`config.mk`:
```
export PLATFORM = sky130hd
export DESIGN_NAME = letter_codeword_substitution
export DESIGN_NICKNAME = d
export VERILOG_FILES = /design/src/rtl/lcs_pkg.sv /design/src/rtl/lcs_table.sv /design/src/rtl/lcs_window.sv /design/src/rtl/lcs_seq.sv /design/src/rtl/letter_codeword_substitution.sv
export SDC_FILE = /design/constraint.sdc
export NUM_CORES = 2
export LEC_CHECK = 0
export BUFFER_PORTS_ARGS = -buffer_cell sky130_fd_sc_hd__buf_2
export CAP_MARGIN = 20
export CORE_ASPECT_RATIO = 1.25
export CORE_UTILIZATION = 63
export CTS_CLUSTER_SIZE = 14
export DETAILED_ROUTE_END_ITERATION = 8
export GPL_TIMING_DRIVEN = 0
export PLACE_DENSITY = 0.79
export REMOVE_ABC_BUFFERS = 1
export SLEW_MARGIN = 15
export SYNTH_ARGS = -nofsm -noshare
export SYNTH_HDL_FRONTEND = slang
export SYNTH_SLANG_ARGS = --single-unit
```
`constraint.sdc`:
```
create_clock -name i_clk -period 3.9 [get_ports i_clk]
set_input_delay 0.195 -clock i_clk [delete_from_list [all_inputs] [get_ports i_clk]]
set_output_delay 0.195 -clock i_clk [all_outputs]
set_load 0.02 [all_outputs]
```
`src/rtl/lcs_pkg.sv`:
```
// Shared types, codes and helpers of the letter codeword substitution block.
// Depends on nothing; imported by every module of the block.
`timescale 1ns / 1ps
`default_nettype none

package lcs_pkg;

    typedef enum logic [1:0] {
        CMD_LOAD   = 2'd0,
        CMD_ENCODE = 2'd1,
        CMD_DECODE = 2'd2,
        CMD_FLUSH  = 2'd3
    } t_cmd;

    typedef struct packed {
        t_cmd       cmd;
        logic [3:0] entry_index;
        logic [3:0] char_pos;
        logic [7:0] entry_letter;
        logic [4:0] entry_length;
        logic [7:0] byte_in;
    } t_in_item;

    typedef struct packed {
        logic [7:0] byte_out;
        logic       last_of_run;
    } t_out_item;

    // One result handed from the sequencer to the output register.
    typedef struct packed {
        logic      load;
        t_out_item item;
    } t_out_load;

    // Window commands: append one byte at the tail, or drop one at the head.
    typedef struct packed {
        logic       append;
        logic       shift;
        logic [7:0] data;
    } t_win_ctrl;

    typedef struct packed {
        logic     we;
        t_in_item item;
    } t_tbl_wr;

    localparam logic [7:0] CH_UP_A = 8'h41;
    localparam logic [7:0] CH_UP_Z = 8'h5A;
    localparam logic [7:0] CH_LO_A = 8'h61;

    function automatic logic [7:0] fold_lower(input logic [7:0] c);
        logic [7:0] r;
        r = c;
        if (c >= CH_UP_A && c <= CH_UP_Z) begin
            r = c + (CH_LO_A - CH_UP_A);
        end
        return r;
    endfunction

endpackage

`default_nettype wire

```
`src/rtl/lcs_table.sv`:
```
// Codeword table: letters, lengths and the codeword byte memory.
// Depends on lcs_pkg; all reads are registered.
`timescale 1ns / 1ps
`default_nettype none

module lcs_table import lcs_pkg::*; #(
    parameter  int ENTRIES  = 16,
    parameter  int MAX_CODE = 16,
    localparam int KW = (ENTRIES > 1) ? $clog2(ENTRIES) : 1,
    localparam int PW = (MAX_CODE > 1) ? $clog2(MAX_CODE) : 1,
    localparam int LW = $clog2(MAX_CODE + 1)
) (
    input  wire logic          i_clk,
    input  wire t_tbl_wr       i_wr,
    input  wire logic [KW-1:0] i_rd_entry,
    output logic [7:0]         o_letter,
    output logic [LW-1:0]      o_length,
    input  wire logic [KW-1:0] i_mem_entry,
    input  wire logic [PW-1:0] i_mem_pos,
    output logic [7:0]         o_mem_q
);

    logic [7:0]    r_letter [ENTRIES];
    logic [LW-1:0] r_length [ENTRIES];
    logic [7:0]    r_code   [ENTRIES][MAX_CODE];
    logic [7:0]    r_letter_q;
    logic [LW-1:0] r_length_q;
    logic [7:0]    r_code_q;

    logic          idx_ok;
    logic          pos_ok;
    logic [31:0]   len_c;
    logic [KW-1:0] wr_entry;
    logic [PW-1:0] wr_pos;

    // A zero length is stored as one, an oversize length as the maximum.
    always_comb begin
        idx_ok   = 32'(i_wr.item.entry_index) < ENTRIES;
        pos_ok   = 32'(i_wr.item.char_pos) < MAX_CODE;
        len_c    = 32'(i_wr.item.entry_length);
        if (len_c == 32'd0) begin
            len_c = 32'd1;
        end
        if (len_c > MAX_CODE) begin
            len_c = MAX_CODE;
        end
        wr_entry = KW'(i_wr.item.entry_index);
        wr_pos   = PW'(i_wr.item.char_pos);
    end

    always_ff @(posedge i_clk) begin
        if (i_wr.we && idx_ok) begin
            r_letter[wr_entry] <= fold_lower(i_wr.item.entry_letter);
            r_length[wr_entry] <= LW'(len_c);
            if (pos_ok) begin
                r_code[wr_entry][wr_pos] <= i_wr.item.byte_in;
            end
        end
        r_letter_q <= r_letter[i_rd_entry];
        r_length_q <= r_length[i_rd_entry];
        r_code_q   <= r_code[i_mem_entry][i_mem_pos];
    end

    assign o_letter = r_letter_q;
    assign o_length = r_length_q;
    assign o_mem_q  = r_code_q;

endmodule

`default_nettype wire

```
`src/rtl/lcs_window.sv`:
```
// Decode lookahead window: a shift line with a fill count.
// Depends on lcs_pkg for the window command type.
`timescale 1ns / 1ps
`default_nettype none

module lcs_window import lcs_pkg::*; #(
    parameter  int MAX_CODE = 16,
    localparam int PW = (MAX_CODE > 1) ? $clog2(MAX_CODE) : 1,
    localparam int LW = $clog2(MAX_CODE + 1)
) (
    input  wire logic          i_clk,
    input  wire logic          i_rst_n,
    input  wire t_win_ctrl     i_ctrl,
    input  wire logic [PW-1:0] i_rd_pos,
    output logic [7:0]         o_rd,
    output logic [7:0]         o_head,
    output logic [LW-1:0]      o_fill
);

    logic [7:0]    r_win [MAX_CODE];
    logic [LW-1:0] r_fill;

    always_ff @(posedge i_clk) begin
        if (!i_rst_n) begin
            r_fill <= '0;
            for (int i = 0; i < MAX_CODE; i++) begin
                r_win[i] <= '0;
            end
        end else if (i_ctrl.append && (32'(r_fill) < MAX_CODE)) begin
            r_win[r_fill[PW-1:0]] <= i_ctrl.data;
            r_fill                <= r_fill + 1'b1;
        end else if (i_ctrl.shift && (r_fill != '0)) begin
            for (int i = 0; i < MAX_CODE - 1; i++) begin
                r_win[i] <= r_win[i+1];
            end
            r_win[MAX_CODE-1] <= '0;
            r_fill            <= r_fill - 1'b1;
        end
    end

    assign o_rd   = r_win[i_rd_pos];
    assign o_head = r_win[0];
    assign o_fill = r_fill;

endmodule

`default_nettype wire

```
`src/rtl/lcs_seq.sv`:
```
// Sequencer: steps the table and window through encode and decode matching.
// Depends on lcs_pkg; drives lcs_table and lcs_window from the top level.
`timescale 1ns / 1ps
`default_nettype none

module lcs_seq import lcs_pkg::*; #(
    parameter  int ENTRIES  = 16,
    parameter  int MAX_CODE = 16,
    localparam int KW  = (ENTRIES > 1) ? $clog2(ENTRIES) : 1,
    localparam int KCW = $clog2(ENTRIES + 1),
    localparam int PW  = (MAX_CODE > 1) ? $clog2(MAX_CODE) : 1,
    localparam int LW  = $clog2(MAX_CODE + 1)
) (
    input  wire logic           i_clk,
    input  wire logic           i_rst_n,
    input  wire logic           i_in_valid,
    output logic                o_in_ready,
    input  wire t_in_item       i_in,
    input  wire logic [KCW-1:0] i_act_entries,
    input  wire logic           i_out_free,
    output t_out_load           o_out_load,
    output t_tbl_wr             o_tbl_wr,
    output logic [KW-1:0]       o_tbl_entry,
    input  wire logic [7:0]     i_tbl_letter,
    input  wire logic [LW-1:0]  i_tbl_length,
    output logic [KW-1:0]       o_mem_entry,
    output logic [PW-1:0]       o_mem_pos,
    input  wire logic [7:0]     i_mem_q,
    output t_win_ctrl           o_win_ctrl,
    output logic [PW-1:0]       o_win_pos,
    input  wire logic [7:0]     i_win_rd,
    input  wire logic [7:0]     i_win_head,
    input  wire logic [LW-1:0]  i_win_fill
);

    typedef enum logic [3:0] {
        S_IDLE,
        S_M_ADR,
        S_M_ENT,
        S_M_RD,
        S_M_CMP,
        S_M_OUT,
        S_M_SHIFT,
        S_E_ADR,
        S_E_ENT,
        S_E_PASS,
        S_E_RD,
        S_E_OUT
    } t_state;

    t_state         r_state;
    logic           r_flush;
    logic           r_found;
    logic [7:0]     r_byte;
    logic [KCW-1:0] r_k;
    logic [PW-1:0]  r_p;
    logic [KW-1:0]  r_best;
    logic [LW-1:0]  r_best_len;
    logic [7:0]     r_best_letter;
    logic [LW-1:0]  r_drop;

    logic           accept;
    logic           entry_end;
    logic           m_skip;
    logic           m_last_pos;
    logic           e_hit;
    logic           e_last;
    logic           full_after;
    logic [LW-1:0]  drop;

    always_comb begin
        accept     = i_in_valid && (r_state == S_IDLE);
        entry_end  = (r_k == i_act_entries);
        m_skip     = (i_tbl_length == '0) || (i_tbl_length > i_win_fill)
                     || (r_found && (i_tbl_length >= r_best_len));
        m_last_pos = (32'(r_p) + 32'd1) == 32'(i_tbl_length);
        e_hit      = (i_tbl_length != '0) && (i_tbl_letter == fold_lower(r_byte))
                     && (!r_found || (i_tbl_length < r_best_len));
        e_last     = (32'(r_p) + 32'd1) == 32'(r_best_len);
        full_after = (32'(i_win_fill) + 32'd1) >= MAX_CODE;
        drop       = r_found ? r_best_len : LW'(1);

        o_in_ready  = (r_state == S_IDLE);
        o_tbl_wr.we   = accept && (i_in.cmd == CMD_LOAD);
        o_tbl_wr.item = i_in;
        o_tbl_entry = r_k[KW-1:0];
        o_mem_entry = ((r_state == S_E_RD) || (r_state == S_E_OUT)) ? r_best : r_k[KW-1:0];
        o_mem_pos   = r_p;
        o_win_pos   = r_p;

        o_win_ctrl.append = accept && (i_in.cmd == CMD_DECODE);
        o_win_ctrl.shift  = (r_state == S_M_SHIFT);
        o_win_ctrl.data   = i_in.byte_in;

        o_out_load = '0;
        unique case (r_state)
            S_M_OUT: begin
                o_out_load.load                 = i_out_free;
                o_out_load.item.byte_out        = r_found ? r_best_letter : i_win_head;
                o_out_load.item.last_of_run     = !r_flush || (drop == i_win_fill);
            end
            S_E_PASS: begin
                o_out_load.load                 = i_out_free;
                o_out_load.item.byte_out        = r_byte;
                o_out_load.item.last_of_run     = 1'b1;
            end
            S_E_OUT: begin
                o_out_load.load                 = i_out_free;
                o_out_load.item.byte_out        = i_mem_q;
                o_out_load.item.last_of_run     = e_last;
            end
            default: begin
            end
        endcase
    end

    always_ff @(posedge i_clk) begin
        if (!i_rst_n) begin
            r_state <= S_IDLE;
            r_flush <= 1'b0;
            r_found <= 1'b0;
        end else begin
            unique case (r_state)
                S_IDLE: begin
                    if (i_in_valid) begin
                        unique case (i_in.cmd)
                            CMD_LOAD: begin
                            end
                            CMD_ENCODE: begin
                                r_byte  <= i_in.byte_in;
                                r_k     <= '0;
                                r_found <= 1'b0;
                                r_state <= S_E_ADR;
                            end
                            CMD_DECODE: begin
                                if (full_after) begin
                                    r_k     <= '0;
                                    r_found <= 1'b0;
                                    r_flush <= 1'b0;
                                    r_state <= S_M_ADR;
                                end
                            end
                            CMD_FLUSH: begin
                                if (i_win_fill != '0) begin
                                    r_k     <= '0;
                                    r_found <= 1'b0;
                                    r_flush <= 1'b1;
                                    r_state <= S_M_ADR;
                                end
                            end
                        endcase
                    end
                end
                S_M_ADR: begin
                    r_state <= S_M_ENT;
                end
                S_M_ENT: begin
                    if (entry_end) begin
                        r_state <= S_M_OUT;
                    end else if (m_skip) begin
                        r_k     <= r_k + 1'b1;
                        r_state <= S_M_ADR;
                    end else begin
                        r_p     <= '0;
                        r_state <= S_M_RD;
                    end
                end
                S_M_RD: begin
                    r_state <= S_M_CMP;
                end
                S_M_CMP: begin
                    if (i_mem_q != i_win_rd) begin
                        r_k     <= r_k + 1'b1;
                        r_state <= S_M_ADR;
                    end else if (m_last_pos) begin
                        r_found       <= 1'b1;
                        r_best        <= r_k[KW-1:0];
                        r_best_len    <= i_tbl_length;
                        r_best_letter <= i_tbl_letter;
                        r_k           <= r_k + 1'b1;
                        r_state       <= S_M_ADR;
                    end else begin
                        r_p     <= r_p + 1'b1;
                        r_state <= S_M_RD;
                    end
                end
                S_M_OUT: begin
                    if (i_out_free) begin
                        r_drop  <= drop;
                        r_state <= S_M_SHIFT;
                    end
                end
                S_M_SHIFT: begin
                    r_drop <= r_drop - 1'b1;
                    if (r_drop == LW'(1)) begin
                        if (r_flush && (32'(i_win_fill) > 32'd1)) begin
                            r_k     <= '0;
                            r_found <= 1'b0;
                            r_state <= S_M_ADR;
                        end else begin
                            r_state <= S_IDLE;
                        end
                    end
                end
                S_E_ADR: begin
                    r_state <= S_E_ENT;
                end
                S_E_ENT: begin
                    if (entry_end) begin
                        r_p     <= '0;
                        r_state <= r_found ? S_E_RD : S_E_PASS;
                    end else begin
                        if (e_hit) begin
                            r_found    <= 1'b1;
                            r_best     <= r_k[KW-1:0];
                            r_best_len <= i_tbl_length;
                        end
                        r_k     <= r_k + 1'b1;
                        r_state <= S_E_ADR;
                    end
                end
                S_E_PASS: begin
                    if (i_out_free) begin
                        r_state <= S_IDLE;
                    end
                end
                S_E_RD: begin
                    r_state <= S_E_OUT;
                end
                S_E_OUT: begin
                    if (i_out_free) begin
                        if (e_last) begin
                            r_state <= S_IDLE;
                        end else begin
                            r_p     <= r_p + 1'b1;
                            r_state <= S_E_RD;
                        end
                    end
                end
                default: begin
                    r_state <= S_IDLE;
                end
            endcase
        end
    end

endmodule

`default_nettype wire

```
`src/rtl/letter_codeword_substitution.sv`:
```
// Top level of the letter codeword substitution block.
// Depends on lcs_pkg, lcs_table, lcs_window and lcs_seq.
//
//  Channel   Signals                            Moves
//  input     i_in_valid / o_in_ready / i_in     one t_in_item per accepted item
//  output    o_out_valid / i_out_ready / o_out  one t_out_item per result
//  config    i_cfg_we / i_cfg_data              entries_used, written at once
//
// Loads, decode items that leave the window short and empty flushes keep the sequencer idle.
// An encode scans the table one active entry at a time, then sends its byte or its codeword,
// one memory byte at a time. A decode match scans the same way and also compares codeword
// bytes one at a time through the single codeword read port, then gives one result and drops
// the window bytes one at a time. Reset is synchronous, no clearing pass. A result stalls the
// sequencer while the previous one waits.
`timescale 1ns / 1ps
`default_nettype none

module letter_codeword_substitution import lcs_pkg::*; #(
    parameter int ENTRIES  = 16,
    parameter int MAX_CODE = 16
) (
    input  wire logic       i_clk,
    input  wire logic       i_rst_n,
    input  wire logic       i_in_valid,
    output logic            o_in_ready,
    input  wire t_in_item   i_in,
    output logic            o_out_valid,
    input  wire logic       i_out_ready,
    output t_out_item       o_out,
    input  wire logic       i_cfg_we,
    input  wire logic [4:0] i_cfg_data
);

    localparam int KW  = (ENTRIES > 1) ? $clog2(ENTRIES) : 1;
    localparam int KCW = $clog2(ENTRIES + 1);
    localparam int PW  = (MAX_CODE > 1) ? $clog2(MAX_CODE) : 1;
    localparam int LW  = $clog2(MAX_CODE + 1);

    // Configuration register: how many table entries take part in matching.
    logic [4:0]     r_entries_used;
    logic [KCW-1:0] act_entries;

    // Output register; it frees up in the same cycle its item is taken.
    logic           r_out_valid;
    t_out_item      r_out;
    logic           out_free;

    t_out_load      out_load;
    t_tbl_wr        tbl_wr;
    t_win_ctrl      win_ctrl;
    logic [KW-1:0]  tbl_entry;
    logic [7:0]     tbl_letter;
    logic [LW-1:0]  tbl_length;
    logic [KW-1:0]  mem_entry;
    logic [PW-1:0]  mem_pos;
    logic [7:0]     mem_q;
    logic [PW-1:0]  win_pos;
    logic [7:0]     win_rd;
    logic [7:0]     win_head;
    logic [LW-1:0]  win_fill;

    always_ff @(posedge i_clk) begin
        if (!i_rst_n) begin
            r_entries_used <= '0;
        end else if (i_cfg_we) begin
            r_entries_used <= i_cfg_data;
        end
    end

    // Values above the table size count as the whole table.
    always_comb begin
        if (32'(r_entries_used) > ENTRIES) begin
            act_entries = KCW'(ENTRIES);
        end else begin
            act_entries = KCW'(r_entries_used);
        end
    end

    assign out_free = !r_out_valid || i_out_ready;

    always_ff @(posedge i_clk) begin
        if (!i_rst_n) begin
            r_out_valid <= 1'b0;
        end else if (out_load.load) begin
            r_out_valid <= 1'b1;
        end else if (i_out_ready) begin
            r_out_valid <= 1'b0;
        end
    end

    always_ff @(posedge i_clk) begin
        if (out_load.load) begin
            r_out <= out_load.item;
        end
    end

    assign o_out_valid = r_out_valid;
    assign o_out       = r_out;

    lcs_seq #(
        .ENTRIES  (ENTRIES),
        .MAX_CODE (MAX_CODE)
    ) u_seq (
        .i_clk         (i_clk),
        .i_rst_n       (i_rst_n),
        .i_in_valid    (i_in_valid),
        .o_in_ready    (o_in_ready),
        .i_in          (i_in),
        .i_act_entries (act_entries),
        .i_out_free    (out_free),
        .o_out_load    (out_load),
        .o_tbl_wr      (tbl_wr),
        .o_tbl_entry   (tbl_entry),
        .i_tbl_letter  (tbl_letter),
        .i_tbl_length  (tbl_length),
        .o_mem_entry   (mem_entry),
        .o_mem_pos     (mem_pos),
        .i_mem_q       (mem_q),
        .o_win_ctrl    (win_ctrl),
        .o_win_pos     (win_pos),
        .i_win_rd      (win_rd),
        .i_win_head    (win_head),
        .i_win_fill    (win_fill)
    );

    lcs_table #(
        .ENTRIES  (ENTRIES),
        .MAX_CODE (MAX_CODE)
    ) u_table (
        .i_clk       (i_clk),
        .i_wr        (tbl_wr),
        .i_rd_entry  (tbl_entry),
        .o_letter    (tbl_letter),
        .o_length    (tbl_length),
        .i_mem_entry (mem_entry),
        .i_mem_pos   (mem_pos),
        .o_mem_q     (mem_q)
    );

    lcs_window #(
        .MAX_CODE (MAX_CODE)
    ) u_window (
        .i_clk    (i_clk),
        .i_rst_n  (i_rst_n),
        .i_ctrl   (win_ctrl),
        .i_rd_pos (win_pos),
        .o_rd     (win_rd),
        .o_head   (win_head),
        .o_fill   (win_fill)
    );

endmodule

`default_nettype wire

```
* After elaboration in Yosys (flattened, before gate mapping)
Memories as Yosys holds them, arrays and structs flattened. A register that Yosys moved wholly into a read port is not among the register bits.
Cells that the tools add are included.
** Operators by class
- $add $sub $neg :: 9
- Order comparisons :: 15
- Equality and inequality tests :: 43
- Mux-type cells :: 112
- Bitwise gates (word level) :: 19
- Reductions and logical operators :: 45
** Operators by type and width (number)
- $mux W8 :: 24
- $mux W128 :: 1
- $mux W5 :: 21
- $mux W4 :: 25
- $eq A32 B5 Y1 :: 2
- $pmux W4 S12 :: 1
- $bmux W8 S4 :: 1
- $demux W8 S4 :: 1
- $ge A32 B5 Y1 const B :: 1
- $pmux W10 S3 :: 1
- $pmux W5 S5 :: 1
- $mux W1 :: 24
- $pmux W5 S2 :: 2
- $ne A2 B1 Y1 const B :: 9
- $ne A2 B2 Y1 const B :: 9
- $add A8 B6 Y8 const B :: 2
- $eq A4 B3 Y1 const B :: 4
- $eq A4 B4 Y1 const B :: 4
- $ge A8 B7 Y1 const B :: 2
- $le A8 B7 Y1 const B :: 2
- $or A1 B1 Y1 :: 16
- $pmux W4 S4 :: 1
- $pmux W5 S3 :: 1
- $reduce_bool A5 Y1 :: 3
- other kinds (49) :: 85
** Word-level totals
- Bits in registers :: 73
- Memory bits (writable) :: 2384
- Bits of input ports :: 41
- Output and inout port bits :: 11
- Word-level logic and storage cells :: 263
- Memories kept :: 4
** Memory list
- u_table.r_code :: words 16, width 128, read ports 1, clocked after Yosys merged registers in 0, wr ports 1, line lcs_table.sv:25 : logic [7:0] r_code [ENTRIES][MAX_CODE];
- u_table.r_letter :: words 16, width 8, read ports 1, clocked after Yosys merged registers in 1, wr ports 1, line lcs_table.sv:23 : logic [7:0] r_letter [ENTRIES];
- u_window.r_win :: words 16, width 8, read ports 17, clocked after Yosys merged registers in 1, wr ports 16, line lcs_window.sv:20 : logic [7:0] r_win [MAX_CODE];
- u_table.r_length :: words 16, width 5, read ports 1, clocked after Yosys merged registers in 1, wr ports 1, line lcs_table.sv:24 : logic [LW-1:0] r_length [ENTRIES];

* Depth between registers and ports, before layout
- Word-level depth :: 9
- Mapped depth :: 14
- Gate-level depth less buffers :: 10

* Cells and area by module
From an unflattened synthesis, not the netlist that was laid out.
** Unflattened totals
- Cells, all modules :: 5017
- Area, all modules :: 98712.2 um2
** By module, submodules not included
- lcs_table :: instances 1, cells each 4057, area each 87617.8 um2, sequential area each 68165.4 um2
- lcs_window :: instances 1, cells each 528, area each 6861.6 um2, sequential area each 3943.8 um2
- lcs_seq :: instances 1, cells each 398, area each 3703.6 um2, sequential area each 1291.2 um2
- letter_codeword_substitution :: instances 1, cells each 34, area each 529.3 um2, sequential area each 390.4 um2

* Worst setup path before layout
Ideal clock, no wire load.
- Path type :: register to register
- Start :: register with a tool-made name
- End :: register u_seq.r_best[0], enable pin
- Setup time :: 378 ps
- Arrival :: 2777 ps
- Data required time :: 3522 ps
- Slack :: 746 ps
- Stages on the path, launching flop included :: 11
- Buffers on the path :: 2
- Clock period less this slack :: 3154 ps
- Cell sequence :: dfxtp_1 > buf_2 > buf_4 > mux4_2 > a22oi_1 > nand2_1 > xor2_1 > nor2_1 > nand3b_1 > or4_1 > a21oi_1
** RTL lines
- to (signal assigned) :: line lcs_seq.sv:177 : r_best <= r_k[KW-1:0];
- to (signal assigned) :: line lcs_seq.sv:215 : r_best <= r_k[KW-1:0];
- to (decl) :: line lcs_seq.sv:57 : logic [KW-1:0] r_best;

* Worst setup path after layout
- Start :: register u_seq.r_state[2]
- End :: register u_table.r_code_q[2] (netlist: u_table.o_mem_q[2])
** On the way
- Word-level cells in the longest chain between the ends :: 7
- Elaborated cells between the ends (all ways) :: 8
- Those cells by class :: eq/ne (2); mux (4); reduce/logical (1); memory (1)
** Ends and longest elaborated chain
- from (decl) :: line lcs_seq.sv:51 : t_state r_state;
- from (signal assigned) :: line lcs_seq.sv:211 : r_state <= r_found ? S_E_RD : S_E_PASS;
- $eq A4 B4 Y1 :: line lcs_seq.sv:87 : o_mem_entry = ((r_state == S_E_RD) || (r_state == S_E_OUT)) ? r_best : r_k[KW-1:0];
- $logic_or A1 B1 Y1 * :: line lcs_seq.sv:87
- $mux W4 * :: line lcs_seq.sv:87
- $mem_v2 Z16 W128 *
- $bmux W8 S4 * :: line lcs_table.sv:61 : r_code_q <= r_code[i_mem_entry][i_mem_pos];
- $mux W8 (not written as such) * (2 in a row) :: line lcs_table.sv:61
- to (signal assigned) :: line lcs_table.sv:61
- to (decl) :: line lcs_table.sv:28 : logic [7:0] r_code_q;
Every way passes the cells marked *; elsewhere a longest branch is shown, timed or not. The select of a mux whose other input is x is not followed.
A chain may end at the register's enable or synchronous reset.

==> impl_metrics.py <==
metrics = {
    "run_status": {
        "status": "complete, but fails checks",
        "failed_checks": "design-rule violations, negative setup slack",
    },
    "timing": {
        "fin_worst_skew_ps": 59.6,
        "postLayoutSetupSlackWorst_ps": -181,
        "finalSetupViolCount": 134,
        "worst_slew_pin_slew_ps": 1280,
        "setup_tns_ps": -3410,
        "fmax_ghz": 0.245,
        "rsz0062_at_grt": "yes",
        "hold_violations": 0,
        "slew_headroom_pct": 14.6,
        "final_max_slew_viol_count": 0,
        "min_period_over_period_pct": 105,
        "fin_crit_ps": 4080,
    },
    "clock_network": {
        "cts_buffer_depth": 3,
        "clk_latency_ps": 890,
        "tritoncts": "yes",
        "cts.sinks": 2474,
        "clk_pin_slew_worst_paths_ps": 70,
        "cts_made_buffers": 216,
        "root_buffer": "clkbuf_16",
        "cts_max_level": 4,
    },
    "pwr": {
        "leakagePower_nw": 37.5,
        "power-per-cell-area_mw_per_mm2": 609,
        "peakVddDrop_v": 0.000468,
        "p_total_mw": 69.3,
    },
    "finish": {
        "nets": 7621,
        "final_cell_area_mm2": 0.114,
        "drive_gt1_share_pct": 14.0,
        "fill_cells": 8674,
        "fin_cells": 9776,
        "area_growth_syn_to_layout_pct": 14.3,
        "seq_area_mm2": 0.0739,
        "layout_commonest_cell": "edfxtp_1",
        "final_cell_mix": "edfxtp_1, nand2_1, a21oi_1",
        "multi_input_comb_area_mm2": 0.0253,
    },
    "grt": {
        "track_usage_pct": 35.3,
        "use_met2_pct": 56.9,
        "met3_usage_pct": 8.40,
        "antenna_found_initial": 9,
        "grt_pass1_wl_um": 411000,
        "grt_pass1_vias": 65014,
        "grt_max_degree": 138,
        "gr-total-overflow": 0,
        "top_usage_layer": "met2",
        "grt_use_met1_pct": 42.4,
    },
    "setup_path": {
        "reg2reg_from": "u_seq.r_state[2]$_SDFFE_PN0P_",
        "startpoint_type": "register",
        "arrival_ps": 4860,
        "max_stage_delay_ps": 500,
        "path_buf_inv": 5,
        "endpoint_kind": "register",
        "rr_worst_depth": 13,
        "cp_top_family": "simple AND/OR/NAND/NOR gates",
        "crit_top_cell": "buf_16",
        "cp_slowest_cell": "and4b_4",
        "r2r_slack_ps": -180,
        "crit_type": "reg2reg",
        "critPathMaxFanout": 37,
        "worstReg2RegEnd": "u_table.o_mem_q[2]$_DFF_P_",
        "required_ps": 4670,
        "crit_chain": "buf_4 > and4b_4 > a21o_4 > buf_16 > buf_16 > buf_16 > nand2_1 > a31oi_1 > nand4_1 > nand3_2 > nand4_1 > nor4_2 > buf_2",
    },
    "floorplan": {
        "start_util_pct": 63.7,
        "die_h_um": 446,
        "die_area_mm2": 0.160,
        "core.rowCount": 162,
        "core_mm2": 0.156,
        "dieWidth_um": 357,
        "ios": 52,
    },
    "hold_path": {
        "hold_class": "in2reg",
        "whs_endpoint": "u_table.r_letter[3][6]$_DFFE_PP_",
        "hold_depth": 2,
        "hold_start": "i_in[19]",
    },
    "placement": {
        "hpwl_um": 164000,
        "gp_congestion": 0.913,
        "port_buffers": 51,
        "dp_cells": 9264,
        "dpl_cell_area_mm2": 0.104,
    },
    "logic_synthesis": {
        "ys_seq_elements": 2474,
        "synth.distinct_cells": 69,
        "ys_warn_count": 0,
        "yosysSeqAreaShare_pct": 74.2,
        "syn_area_mm2": 0.0995,
        "ys.flop_type": "edfxtp_1",
        "avgSynthCellArea_um2": 13.3,
        "syn-instance-count": 7492,
        "ys_async_sr_fraction_pct": 0,
        "synth-edff-count": 2432,
    },
    "drt": {
        "ant_nets": 0,
        "vias": 66852,
        "drt-total-wl_um": 286000,
        "drtPass1Iterations": 9,
        "drc": 1,
        "wire_per_inst_um": 29.3,
        "drtIter0Drc": 10941,
        "post_drt_via_cell_ratio": 6.84,
    },
    "run": {
        "cap_violations": 0,
    },
}
how the worst max path moves through the flow:
stage                     slack, ps  depth (start not counted)                          start                               end
final                          -180                         13  u_seq.r_state[2]$_SDFFE_PN0P_        u_table.o_mem_q[2]$_DFF_P_
after global routing           -140                          6  u_seq.r_state[0]$_SDFFE_PN0P_  u_table.r_code[2][121]$_DFFE_PP_
after detailed placement      -1900                         12  u_seq.r_state[1]$_SDFFE_PN0P_        u_table.o_mem_q[7]$_DFF_P_
after global placement       -29390                          7     u_seq.r_k[0]$_SDFFCE_PN0P_        u_table.o_mem_q[1]$_DFF_P_
after floorplan              -12830                          7     u_seq.r_k[0]$_SDFFCE_PN0P_        u_table.o_mem_q[3]$_DFF_P_
after CTS                     -0.08                         16     u_seq.r_k[0]$_SDFFCE_PN0P_        u_table.o_mem_q[3]$_DFF_P_
routing by layer:
| metal | wire length [um] | vias to the layer above |
|---|---|---|
| met5 | 21 | - |
| met3 | 35300 | 1298 |
| met4 | 22500 | 4 |
| met1 | 91400 | 32255 |
| li1 | - | 27747 |
| met2 | 137000 | 5548 |
kinds of logic after synthesis:
family / Yosys count / synth area share [%]
flops: 2474 / 74.2
fa+ha+maj: 20 / 0.252
buf+inv: 513 / 2.25
simple gates: 3331 / 14.3
xor+xnor: 42 / 0.370
mux: 196 / 3.14
compound gates: 916 / 5.48
sequential cells by signal (all words and copies together) (netlist names), 4 cells and up, named ones only:
register / flops
u_seq.o_mem_pos: 4
u_table.o_mem_q: 8
u_table.r_code: 2048
u_seq.r_state: 4
u_table.o_length: 5
u_table.o_letter: 8
u_seq.r_best_letter: 8
u_seq.r_drop: 5
u_window.r_win: 128
u_seq.r_k: 5
u_seq.r_byte: 8
o_out: 9
u_table.r_letter: 128
u_seq.r_best_len: 5
u_seq.r_best: 4
r_entries_used: 5
u_table.r_length: 80
u_window.o_fill: 5
stage by stage:
| stage | hold slack, ps | util (%) | worst slack, ps |
|---|---|---|---|
| after CTS | 2.99 | 72.4 | -0.0751 |
| after floorplan | 294 | - | -12830 |
| final | 58.9 | 72.8 | -181 |
| after global placement | 429 | 64.1 | -29390 |
| after global routing | 69.7 | 72.8 | -144 |
| after detailed placement | 400 | 66.6 | -1900 |
final cells by class:
type                       instances  share of cell area [%]
antenna                            6                  0.0132
clock buffer                     281                    5.10
inverter                          33                   0.109
multi-input combinational       4513                    22.3
clock inverter                    97                   0.636
tap                             2050                    2.26
sequential                      2474                    65.0
timing repair buffer             322                    4.64
where the power goes:
| part | internal (mW) | switching (mW) | total [mW] | leakage, nW |
|---|---|---|---|---|
| combinational | 6.62 | 12.3 | 18.9 | 11.9 |
| clock | 10.8 | 9.51 | 20.3 | 3.16 |
| sequential | 29.6 | 0.505 | 30.1 | 22.4 |
| total | 47.0 | 22.3 | 69.3 | 37.5 |
repair_timing:
action | 4_1_cts | 5_1_grt
resized for setup | 401 | 57
cloned | 22 | 10
pin swaps | 27 | 30
hold buffers | 39 | 0
buffers inserted | 55 | 12
endpoints found under the setup margin | 2073 | 660
hold endpoints to repair | 776 | 0
Yosys cell counts, drive strengths merged (4+ instances only):
cell | count | area share (%)
buf | 288 | 1.4
inv | 33 | 0.12
nor3b | 5 | 0.048
a21oi | 501 | 2.5
or3 | 4 | 0.025
nor3 | 25 | 0.15
o22ai | 19 | 0.12
a31oi | 135 | 0.85
ha | 20 | 0.25
o21a | 5 | 0.038
mux2 | 30 | 0.34
and3 | 10 | 0.063
o41ai | 7 | 0.069
a22oi | 8 | 0.060
xnor2 | 24 | 0.21
a22o | 85 | 0.75
or4 | 8 | 0.060
nand2 | 2078 | 7.8
a21o | 4 | 0.030
and2 | 10 | 0.063
nor2b | 17 | 0.11
mux4 | 89 | 2.0
o21ai | 75 | 0.38
nand3 | 506 | 2.5
nor2 | 352 | 1.3
edfxtp | 2432 | 73
clkbuf | 192 | 0.72
a2111o | 5 | 0.057
a211oi | 29 | 0.22
a32oi | 10 | 0.088
o211ai | 6 | 0.045
mux2i | 77 | 0.79
dfxtp | 42 | 0.85
nand4 | 150 | 0.94
a222oi | 4 | 0.040
nand2b | 24 | 0.15
xor2 | 18 | 0.16
nor4 | 130 | 0.83
Power figures use the tool's default switching activity.
